## src/rtl/core/sps_pkg.sv

```systemverilog
`timescale 1ns / 1ps

package sps_pkg;

   typedef enum logic [1:0] {
      MODE_SYMBOL     = 2'd0,
      MODE_NOT_SYMBOL = 2'd1,
      MODE_EXACT      = 2'd2,
      MODE_NOCASE     = 2'd3
   } mode_type;

   localparam int CSR_INDEX_BITS = 2;
   localparam int CSR_DATA_BITS  = 64;

   localparam logic [CSR_INDEX_BITS-1:0] CSR_SEARCH_MODE    = 2'd0;
   localparam logic [CSR_INDEX_BITS-1:0] CSR_PATTERN_BYTES  = 2'd1;
   localparam logic [CSR_INDEX_BITS-1:0] CSR_PATTERN_LENGTH = 2'd2;

   localparam logic [3:0]  PATTERN_LENGTH_RESET = 4'd1;
   localparam logic [31:0] OUT_MAX              = 32'h0000_FFFF;

   typedef struct packed {
      logic [7:0] data_byte;
      logic       end_of_buffer;
   } req_word_type;

   typedef struct packed {
      logic        match_found;
      logic [15:0] match_position;
   } rsp_word_type;

   function automatic logic [7:0] to_upper(input logic [7:0] c);
      to_upper = (c >= 8'h61 && c <= 8'h7A) ? c - 8'h20 : c;
   endfunction

endpackage

```

## src/rtl/core/sps_req_if.sv

```systemverilog
`timescale 1ns / 1ps

interface sps_req_if;
   logic                 valid;
   logic                 ready;
   sps_pkg::req_word_type data;

   modport source (output valid, output data, input ready);
   modport sink   (input valid, input data, output ready);
endinterface

```

## src/rtl/core/sps_rsp_if.sv

```systemverilog
`timescale 1ns / 1ps

interface sps_rsp_if;
   logic                 valid;
   logic                 ready;
   sps_pkg::rsp_word_type data;

   modport source (output valid, output data, input ready);
   modport sink   (input valid, input data, output ready);
endinterface

```

## src/rtl/core/stream_pattern_search_top.sv

```systemverilog
`timescale 1ns / 1ps

// channel   dir  handshake     word
// req_bus   in   valid/ready   data_byte, end_of_buffer
// rsp_bus   out  valid/ready   match_found, match_position
// csr_*     in   write enable  search_mode, pattern_bytes, pattern_length
//
// One byte per cycle sustained while no waiting result stalls the input register.
// A byte is taken into the input register, whose window compare feeds the result
// register. Reset is synchronous and clears the buffer state and the valid bits of
// the registers. A waiting result only holds the input register back when the byte
// there would give another result; other bytes keep flowing.
module stream_pattern_search_top #(
   parameter int PATTERN_MAX   = 8,
   parameter int POSITION_BITS = 16
) (
   input  logic                                   clock,
   input  logic                                   reset,
   sps_req_if.sink                                req_bus,
   sps_rsp_if.source                              rsp_bus,
   input  logic                                   csr_wr_en,
   input  logic [sps_pkg::CSR_INDEX_BITS-1:0]     csr_index,
   input  logic [sps_pkg::CSR_DATA_BITS-1:0]      csr_wr_data
);

   localparam int WIN_BITS = 8 * PATTERN_MAX;
   localparam logic [POSITION_BITS-1:0] POS_MAX = {POSITION_BITS{1'b1}};

   // configuration
   sps_pkg::mode_type mode_ff;
   logic [63:0]       pattern_ff;
   logic [3:0]        length_ff;

   always_ff @(posedge clock) begin
      if (reset) begin
         mode_ff    <= sps_pkg::MODE_SYMBOL;
         pattern_ff <= '0;
         length_ff  <= sps_pkg::PATTERN_LENGTH_RESET;
      end else if (csr_wr_en) begin
         unique case (csr_index)
            sps_pkg::CSR_SEARCH_MODE:    mode_ff    <= sps_pkg::mode_type'(csr_wr_data[1:0]);
            sps_pkg::CSR_PATTERN_BYTES:  pattern_ff <= csr_wr_data;
            sps_pkg::CSR_PATTERN_LENGTH: length_ff  <= csr_wr_data[3:0];
            default: ;
         endcase
      end
   end

   // input register
   logic       in_valid_ff;
   logic [7:0] in_byte_ff;
   logic       in_last_ff;
   logic       advance;

   assign req_bus.ready = !in_valid_ff || advance;

   always_ff @(posedge clock) begin
      if (reset) begin
         in_valid_ff <= 1'b0;
      end else if (req_bus.ready) begin
         in_valid_ff <= req_bus.valid;
      end
   end

   always_ff @(posedge clock) begin
      if (req_bus.ready && req_bus.valid) begin
         in_byte_ff <= req_bus.data.data_byte;
         in_last_ff <= req_bus.data.end_of_buffer;
      end
   end

   // buffer state
   logic [WIN_BITS-1:0]      window_ff, window_in;
   logic [POSITION_BITS-1:0] count_ff, count_in;
   logic                     reported_ff, reported_in;

   // search
   logic [3:0]               plen;
   logic                     pattern_mode;
   logic                     nocase;
   logic [7:0]               win_b [PATTERN_MAX];
   logic [7:0]               pat_b [PATTERN_MAX];
   logic                     hit_len [PATTERN_MAX];
   logic                     pat_hit;
   logic                     hit;
   logic                     emit;
   logic [POSITION_BITS-1:0] len_so_far;
   logic [POSITION_BITS-1:0] pos;
   logic [31:0]              pos_wide;
   logic [31:0]              len_wide;
   sps_pkg::rsp_word_type    rsp_in;
   logic                     out_free;

   assign window_in    = (window_ff << 8) | WIN_BITS'(in_byte_ff);
   assign plen         = (32'(length_ff) > PATTERN_MAX) ? 4'(PATTERN_MAX) : length_ff;
   assign pattern_mode = (mode_ff == sps_pkg::MODE_EXACT) || (mode_ff == sps_pkg::MODE_NOCASE);
   assign nocase       = (mode_ff == sps_pkg::MODE_NOCASE);
   assign len_so_far   = (count_ff == POS_MAX) ? POS_MAX : count_ff + 1'b1;

   always_comb begin
      for (int k = 0; k < PATTERN_MAX; k++) begin
         win_b[k] = window_in[8*k +: 8];
         pat_b[k] = pattern_ff[8*k +: 8];
         if (nocase) begin
            win_b[k] = sps_pkg::to_upper(win_b[k]);
            pat_b[k] = sps_pkg::to_upper(pat_b[k]);
         end
      end
      // hit_len[j]: the newest j+1 bytes equal pattern bytes 0..j, oldest first
      for (int j = 0; j < PATTERN_MAX; j++) begin
         hit_len[j] = 1'b1;
         for (int i = 0; i <= j; i++) begin
            if (win_b[j-i] != pat_b[i]) hit_len[j] = 1'b0;
         end
      end
      pat_hit = 1'b0;
      for (int j = 0; j < PATTERN_MAX; j++) begin
         if (plen == 4'(j + 1)) pat_hit = hit_len[j];
      end
   end

   always_comb begin
      hit = 1'b0;
      pos = count_ff;
      unique case (mode_ff)
         sps_pkg::MODE_SYMBOL:     hit = (in_byte_ff == pattern_ff[7:0]);
         sps_pkg::MODE_NOT_SYMBOL: hit = (in_byte_ff != pattern_ff[7:0]);
         sps_pkg::MODE_EXACT, sps_pkg::MODE_NOCASE: begin
            // no hit with a zero pattern length or too few bytes seen yet for the whole pattern
            hit = (plen != 4'd0) && (32'(count_ff) >= 32'(plen) - 32'd1) && pat_hit;
            pos = (count_ff == POS_MAX) ? POS_MAX
                                        : count_ff - POSITION_BITS'(plen - 4'd1);
         end
      endcase
   end

   assign pos_wide = 32'(pos);
   assign len_wide = 32'(len_so_far);
   assign emit     = !reported_ff && (hit || in_last_ff);

   always_comb begin
      rsp_in.match_found = hit;
      if (hit) begin
         rsp_in.match_position = (pos_wide > sps_pkg::OUT_MAX) ? 16'hFFFF : pos_wide[15:0];
      end else if (pattern_mode && length_ff == 4'd0) begin
         rsp_in.match_position = 16'd0;
      end else begin
         rsp_in.match_position = (len_wide > sps_pkg::OUT_MAX) ? 16'hFFFF : len_wide[15:0];
      end
   end

   assign out_free = !rsp_bus.valid || rsp_bus.ready;
   assign advance  = in_valid_ff && (!emit || out_free);

   always_comb begin
      count_in    = count_ff;
      reported_in = reported_ff;
      if (in_last_ff) begin
         count_in    = '0;
         reported_in = 1'b0;
      end else begin
         count_in = len_so_far;
         if (!reported_ff && hit) reported_in = 1'b1;
      end
   end

   always_ff @(posedge clock) begin
      if (reset) begin
         window_ff   <= '0;
         count_ff    <= '0;
         reported_ff <= 1'b0;
      end else if (advance) begin
         count_ff    <= count_in;
         reported_ff <= reported_in;
         if (in_last_ff) begin
            window_ff <= '0;
         end else if (!reported_ff) begin
            window_ff <= window_in;
         end
      end
   end

   // result register
   logic                  rsp_valid_ff;
   sps_pkg::rsp_word_type rsp_word_ff;

   assign rsp_bus.valid = rsp_valid_ff;
   assign rsp_bus.data  = rsp_word_ff;

   always_ff @(posedge clock) begin
      if (reset) begin
         rsp_valid_ff <= 1'b0;
      end else if (advance && emit) begin
         rsp_valid_ff <= 1'b1;
      end else if (rsp_bus.ready) begin
         rsp_valid_ff <= 1'b0;
      end
   end

   always_ff @(posedge clock) begin
      if (advance && emit) begin
         rsp_word_ff <= rsp_in;
      end
   end

endmodule
```

## src/flat_wrapper.sv

```systemverilog
// flat-port wrapper written by rule: the top's interface ports become plain ports
module stream_pattern_search_top_flat 
#(
   parameter int PATTERN_MAX   = 8,
   parameter int POSITION_BITS = 16
)
  (clock, reset, csr_wr_en, csr_index, csr_wr_data, req_bus_valid, req_bus_data, req_bus_ready, rsp_bus_valid, rsp_bus_data, rsp_bus_ready);
  sps_req_if req_bus_i ();
  sps_rsp_if rsp_bus_i ();
  input  logic clock;
  input  logic reset;
  input  logic csr_wr_en;
  input  logic [sps_pkg::CSR_INDEX_BITS-1:0] csr_index;
  input  logic [sps_pkg::CSR_DATA_BITS-1:0] csr_wr_data;
  input wire logic [$bits(req_bus_i.valid)-1:0] req_bus_valid;
  input wire logic [$bits(req_bus_i.data)-1:0] req_bus_data;
  output wire logic [$bits(req_bus_i.ready)-1:0] req_bus_ready;
  output wire logic [$bits(rsp_bus_i.valid)-1:0] rsp_bus_valid;
  output wire logic [$bits(rsp_bus_i.data)-1:0] rsp_bus_data;
  input wire logic [$bits(rsp_bus_i.ready)-1:0] rsp_bus_ready;
  assign req_bus_i.valid = req_bus_valid;
  assign req_bus_i.data = req_bus_data;
  assign req_bus_ready = req_bus_i.ready;
  assign rsp_bus_valid = rsp_bus_i.valid;
  assign rsp_bus_data = rsp_bus_i.data;
  assign rsp_bus_i.ready = rsp_bus_ready;
  stream_pattern_search_top #(.PATTERN_MAX(PATTERN_MAX), .POSITION_BITS(POSITION_BITS)) u_core (.clock(clock), .reset(reset), .req_bus(req_bus_i), .rsp_bus(rsp_bus_i), .csr_wr_en(csr_wr_en), .csr_index(csr_index), .csr_wr_data(csr_wr_data));
endmodule
```

## config.mk

```make
export PLATFORM = sky130hd
export DESIGN_NAME = stream_pattern_search_top_flat
export DESIGN_NICKNAME = d
export VERILOG_FILES = /design/src/rtl/core/sps_pkg.sv /design/src/rtl/core/sps_req_if.sv /design/src/rtl/core/sps_rsp_if.sv /design/src/rtl/core/stream_pattern_search_top.sv /design/src/flat_wrapper.sv
export SDC_FILE = /design/constraint.sdc
export NUM_CORES = 1
export LEC_CHECK = 0
export BUFFER_PORTS_ARGS = -buffer_cell sky130_fd_sc_hd__buf_2
export CAP_MARGIN = 10
export CORE_MARGIN = 2
export CORE_UTILIZATION = 56
export DETAILED_ROUTE_END_ITERATION = 8
export HOLD_SLACK_MARGIN = 0.06
export MAX_ROUTING_LAYER = met4
export PLACE_DENSITY = 0.88
export SYNTH_ARGS = -nofsm -noshare
export SYNTH_HDL_FRONTEND = slang
export SYNTH_SLANG_ARGS = --single-unit
```

## constraint.sdc

```tcl
create_clock -name clock -period 4.4 [get_ports clock]
set_input_delay 0.88 -clock clock [delete_from_list [all_inputs] [get_ports clock]]
set_output_delay 0.88 -clock clock [all_outputs]
set_load 0.02 [all_outputs]
```

==> run summary, run 1 <==
First-pass GRT wire length - 67.32 mm
GRT Overall Usage - 37.61%
DRC viols - 0
Pin count of the biggest net entering global routing - 57
EDFF count, synth - 26
Hold buffers post-CTS - 0
Post-synthesis cell type count - 66
Port buffer count - 98
Worst slew pin tran - 0.8580 ns
Post-synthesis sequential area ratio - 29.65%
Setup-failing EPs final - 1
Setup Skew - 0.01755 ns
Syn_nets - 1614
Clock Path Buffers - 2
DRT Wirelength - 43.15 mm
TritonCTS buffer count - 17
Post-DP HPWL - 32.03 mm
Final ANT Viol Nets - 0
Power share of the combinational group - 18.7%
DP Area - 14190 um2
Ys flop type - dfxtp_1
Minimum clock period - 4.869 ns
Die height - 153.0 um
Antenna Cells - 0
Post-Syn Area - 12420 um2
Insertion delay to the later sink of the worst-skew pair - 0.45 ns
Final net count - 1800
Reg-to-Reg End - u_core.window_ff[28]
Status - complete, but fails checks
Critical Path Sink - req_bus_ready
Pwr dens - 261.4 nW/um2
Final Wtd Congestion - 1.081
# fillers - 1745
Most frequent cells in the layout - nand2_1, buf_4, xor2_1, dfxtp_1, xnor2_1
Clock root buffer - clkbuf_16
Crit path launch - u_core.mode_ff[1]
R2R Setup Slk - 0.21 ns
Dpl ws - -0.2110 ns
Max Clock Freq - 205.4 MHz
Layout area overhead - 21.46%
Post-synth ARST share - 0%
Final setup TNS - -0.4685 ns
Core area - 21820 um2
Synthesized instance count - 1495
Initial antenna violation count - 0
Crit Path Max Fanout - 7
Util after Layout - 69.15%
I/O pin count - 99
Clock network power share - 39.4%
Final hold vios - 0
Max-slew violation count - 0
Max-cap violation count - 0
CTS tree - done
Int Power - 2.708 mW
Final std cell area, no fill - 15090 um2
RR Startpoint - u_core.length_ff[0]
Final cycle utilization of the critical path - 110.6%
Sink Count - 171
Failing checks - setup timing
Placed cells - 1931
Post-Layout Cell Count - 1974
Syn Area/Cell - 8.311 um2
Critical Path AT - 3.99 ns
Routed via count - 12190
P_sw - 1.236 mW
Reg power frac - 41.8%
CP startpoint kind - flop
Die ar. - 23390 um2
Die X - 153.0 um
DR pass1 iterations - 5
Number of vias per cell - 6.177
Most common cell after layout, fill and taps aside - nand2_1
Worst r2r path cells - 18
Initial Util - 56.93%
Worst setup EP type - output port
Fin worst setup slack - -0.4685 ns
Worst min path class - reg2reg
Std-Cell Rows - 54
Vias in the first global route - 11930
CTS clock-pin slew for the worst setup and hold paths - 0.08 ns
Critical path class - reg2out
Wirelength per Cell - 21.86 um
YS warnings - 0
Share of cells above drive strength 1 - 23.61%
Max-slew headroom - 42.80%
Iter 0 DRT Violations - 1255
Leakage - 6.296 nW
CP required - 3.52 ns
Register bit total from synthesis - 171
Unrepaired setup endpoints after global routing - yes
GR Overflow Total - 0
H-tree depth - 4
Sw Ratio - 31.35%
Worst IR Drop VDD - 0.1961 mV
## critical path: stages (launching register included)
cell,delay [ns]
dfxtp_1,0.35
and2_4,0.26
o21ai_2,0.13
o41ai_4,0.71
buf_4,0.26
xnor2_1,0.12
nand4_1,0.12
nor4_2,0.24
a211oi_1,0.14
a32o_2,0.28
a21oi_4,0.20
a21oi_2,0.09
a211o_1,0.27
or2_1,0.21
buf_4,0.16
## synthesized netlist by cell type, types with 10 or more instances
| cell | number | area (um2) |
|---|---|---|
| a21oi_1 | 109 | 545.5 |
| a22o_1 | 56 | 490.5 |
| buf_2 | 47 | 235.2 |
| buf_4 | 11 | 82.58 |
| clkbuf_1 | 61 | 229.0 |
| dfxtp_1 | 145 | 2903 |
| edfxtp_1 | 26 | 780.8 |
| ha_1 | 38 | 475.5 |
| inv_1 | 59 | 221.5 |
| mux2i_1 | 13 | 130.1 |
| nand2_1 | 195 | 732.0 |
| nand3_1 | 51 | 255.2 |
| nand4_1 | 42 | 262.8 |
| nor2_1 | 52 | 195.2 |
| nor3_1 | 21 | 105.1 |
| nor4_1 | 46 | 287.8 |
| o21ai_0 | 39 | 195.2 |
| o22ai_1 | 10 | 62.56 |
| or4_1 | 11 | 82.58 |
| xnor2_1 | 130 | 1139 |
| xor2_1 | 181 | 1585 |
## worst min path at each step
stage / startpoint / slack, ns / cells past startpoint / end
floorplan: u_core.pattern_ff[61] / 0.44 / 2 / u_core.pattern_ff[61]
global placement: u_core.pattern_ff[61] / 0.45 / 2 / u_core.pattern_ff[61]
detailed placement: u_core.pattern_ff[62] / 0.46 / 2 / u_core.pattern_ff[62]
CTS: u_core.pattern_ff[62] / 0.47 / 2 / u_core.pattern_ff[62]
global route: u_core.pattern_ff[62] / 0.52 / 2 / u_core.pattern_ff[62]
finish: u_core.pattern_ff[62] / 0.47 / 2 / u_core.pattern_ff[62]
## per-layer routing
metal / vias to the layer above / GRT usage, % / wire (um)
li1: 5594 / - / -
met1: 5819 / 46.13 / 16760
met2: 611 / 59.98 / 20440
met3: 170 / 5.727 / 3528
met4: 0 / 19.89 / 2423
met5: - / - / 0
## timing repair
action,in CTS,in global routing
buffers inserted,7,5
resized for setup,28,17
pin swaps,20,21
setup endpoints to repair,2,71
## kinds of logic after synthesis
logic type               share of synthesized area [%]
buffers and inverters                            6.727
flip-flops                                       29.65
AO/OA/AOI/OAI                                    19.18
adder cells (fa/ha/maj)                          3.988
multiplexers                                     1.047
XOR/XNOR                                         21.92
AND/OR/NAND/NOR                                  17.48
## power by group through the flow
stage          clock (mW)  combinational [mW]  sequential (mW)
2_1_floorplan           0               0.454             1.68
3_3_place_gp            0               0.685             1.68
3_5_place_dp            0               0.690             1.68
4_1_cts              1.56               0.709             1.65
5_1_grt              1.62               0.796             1.65
6_report             1.56               0.739             1.65
## area by class of cell
cell class	count	area, um2	share of cell area [%]
sequential	171	3684	24.41
inverter	59	221.5	1.468
multi-input combinational	1140	8143	53.96
clock buffer	17	425.4	2.819
timing repair buffer	292	2095	13.88
tap	280	350.3	2.322
clock inverter	15	172.7	1.144
## per-stage QoR
step | hold slack (ns) | power [mW]
global placement | 0.4455 | 2.366
CTS | 0.4722 | 3.918
detailed placement | 0.4603 | 2.374
global route | 0.5156 | 4.072
floorplan | 0.4363 | 2.129
finish | 0.4738 | 3.944
## flip-flops by register name, indices dropped and copies added, names as in the netlist
| register | cells |
|---|---|
| u_core.reported_ff | 1 |
| u_core.count_ff | 16 |
| u_core.window_ff | 56 |
| u_core.length_ff | 4 |
| u_core.rsp_bus.valid | 1 |
| u_core.pattern_ff | 64 |
| u_core.rsp_bus.data | 17 |
| u_core.mode_ff | 2 |
| u_core.in_last_ff | 1 |
| u_core.in_valid_ff | 1 |
| u_core.in_byte_ff | 8 |
Power figures use the tool's default switching activity.
==> run 2, diff against run 1 <==
- BUFFER_PORTS_ARGS: -buffer_cell sky130_fd_sc_hd__buf_2 -> unset
- CORE_UTILIZATION: 56 -> 59
- DONT_BUFFER_PORTS: unset -> 1
==> run summary, run 2 (synthesis results as in run 1) <==
Status - complete, but fails checks
Failing checks - setup timing
Critical path class - reg2out
Initial Util - 59.67% (+2.7 points)
Setup-failing EPs final - 1 (unchanged)
Vias in the first global route - 11730 (-1.7%)
Critical Path AT - 3.92 ns (-0.07 ns)
Crit path launch - u_core.mode_ff[0]
First-pass GRT wire length - 68.43 mm (+1.7%)
Iter 0 DRT Violations - 1137 (-9.4%)
GRT Overall Usage - 42.12% (+4.5 points)
Most common cell after layout, fill and taps aside - buf_4
Die X - 149.1 um (-2.5%)
Pwr dens - 265.4 nW/um2 (+1.6%)
Final cycle utilization of the critical path - 109.0% (-1.6 points)
Reg-to-Reg End - u_core.window_ff[0]
Routed via count - 11960 (-1.9%)
Initial antenna violation count - 2 (+2)
Max Clock Freq - 208.5 MHz (+1.5%)
CP required - 3.52 ns (about the same)
Die height - 149.1 um (-2.5%)
Max-slew headroom - 28.16% (-15 points)
Final ANT Viol Nets - 0 (unchanged)
H-tree depth - 4 (unchanged)
Most frequent cells in the layout - buf_4, nand2_1, xor2_1, dfxtp_1, xnor2_1
Final hold vios - 0 (unchanged)
Util after Layout - 70.45% (+1.3 points)
Share of cells above drive strength 1 - 19.76% (-3.8 points)
Placed cells - 1846 (-4.4%)
# fillers - 1675 (-4.0%)
Largest register FFs - 64 (unchanged)
Critical Path Sink - req_bus_ready
DRT Wirelength - 45.80 mm (+6.1%)
Leakage - 5.972 nW (-5.1%)
CP startpoint kind - flop
Hold buffers post-CTS - 0 (unchanged)
Port buffer count - 0 (-100%)
Std-Cell Rows - 53 (-1.9%)
Post-Layout Cell Count - 1891 (-4.2%)
Top reg by flops - u_core.pattern_ff
Worst min path class - reg2reg
RR Startpoint - u_core.length_ff[3]
Max-slew violation count - 0 (unchanged)
Unrepaired setup endpoints after global routing - yes
Sink Count - 171 (unchanged)
Dpl ws - -0.09555 ns (+0.1154 ns)
Clock Path Buffers - 2 (unchanged)
CTS tree - done
Pin count of the biggest net entering global routing - 87 (+53%)
Crit Path Max Fanout - 8 (+1)
Post-DP HPWL - 34.77 mm (+8.6%)
Setup Skew - 0.01364 ns (-0.003910 ns)
Core area - 20820 um2 (-4.6%)
Worst IR Drop VDD - 0.2583 mV (+32%)
Final setup TNS - -0.3973 ns (+0.07123 ns)
I/O pin count - 99 (unchanged)
Die ar. - 22240 um2 (-5.0%)
DRC viols - 0 (unchanged)
DR pass1 iterations - 5 (unchanged)
Number of vias per cell - 6.323 (+2.4%)
Worst slew pin tran - 1.075 ns (+0.2171 ns)
Worst setup EP type - output port
Wirelength per Cell - 24.22 um (+11%)
Max-cap violation count - 0 (unchanged)
Layout area overhead - 18.07%
R2R Setup Slk - 0.19 ns (-0.02 ns)
Fin worst setup slack - -0.3973 ns (+0.07123 ns)
Insertion delay to the later sink of the worst-skew pair - 0.44 ns (about the same)
Worst r2r path cells - 18 (unchanged)
GR Overflow Total - 0 (unchanged)
CTS clock-pin slew for the worst setup and hold paths - 0.08 ns (about the same)
Final net count - 1720 (-4.4%)
Clock root buffer - clkbuf_16
Final Wtd Congestion - 1.077 (-0.32%)
TritonCTS buffer count - 17 (unchanged)
Minimum clock period - 4.797 ns (-0.07123 ns)
==> run 2: cell types whose count changed in the layout (fill, tap and decap cells not counted), moves of 3 or more <==
cell / delta
buf_2: -97
buf_4: +19
o41ai_4: -3
buf_12: -4
o21ai_0: +3
o41ai_2: +4
==> run 2: metrics by stage <==
step	hold WS (ns)	total power, mW	cell area (um2)
2_1_floorplan	0.4363	2.129	12420
5_1_grt	0.4848	4.013	14670
6_report	0.4569	3.894	14670
3_5_place_dp	0.4434	2.334	13770
3_3_place_gp	0.4401	2.329	13770
4_1_cts	0.4541	3.874	14570
==> run 2: where the power goes <==
group	switching [mW]	leakage (nW)	internal, mW
logic	0.397	4.25	0.293
registers	0.0393	1.44	1.62
clock network	0.779	0.287	0.768
total	1.22	5.97	2.68
==> run 2: routing by layer <==
| layer | track usage [%] | share of wire (%) | up-vias |
|---|---|---|---|
| met1 | 48.03 | 37 | 5700 |
| met3 | 8.379 | 8.5 | 180 |
| met2 | 69.91 | 48 | 638 |
| met4 | 22.52 | 5.9 | 0 |
| li1 | - | - | 5439 |
| met5 | - | 0 | - |
==> run 2: what timing repair did <==
item	CTS	global route
cloned	0	1
gates resized for setup	25	13
hold endpoints to repair	0	0
pin swaps	13	3
buffers inserted	8	2
endpoints found under the setup margin	1	85
==> run 2: worst min-delay path by stage <==
stage / endpoint / slack [ns] / cells after the start / from
after global routing: u_core.pattern_ff[1] / 0.48 / 1 / reset
after detailed placement: u_core.pattern_ff[61] / 0.44 / 2 / u_core.pattern_ff[61]
final: u_core.pattern_ff[61] / 0.46 / 2 / u_core.pattern_ff[61]
after CTS: u_core.pattern_ff[61] / 0.45 / 2 / u_core.pattern_ff[61]
after global placement: u_core.pattern_ff[62] / 0.44 / 2 / u_core.pattern_ff[62]
after floorplan: u_core.pattern_ff[61] / 0.44 / 2 / u_core.pattern_ff[61]
==> run 2: cell type report <==
class / count / area (um2) / area share [%]
Antenna cell: 2 / 5.005 / 0.03412
Clock buffer: 17 / 425.4 / 2.900
Clock inverter: 15 / 175.2 / 1.194
Inverter: 59 / 221.5 / 1.510
Multi-Input combinational cell: 1140 / 8107 / 55.26
Sequential cell: 171 / 3684 / 25.11
Tap cell: 275 / 344.1 / 2.346
Timing Repair Buffer: 212 / 1708 / 11.64
==> run 2: worst max-delay path, cell delays in order, from the launching register on <==
cell and delay (ns):
dfxtp_1 0.34, and2_4 0.25, buf_4 0.14, buf_4 0.14, o21ai_4 0.07, o31ai_2 0.39, buf_4 0.27, xnor2_1 0.14
nand4_1 0.09, nor4_1 0.24, nand4_1 0.18, a32o_2 0.32, a21oi_4 0.22, a21oi_2 0.10, a211o_1 0.28, or2_4 0.29
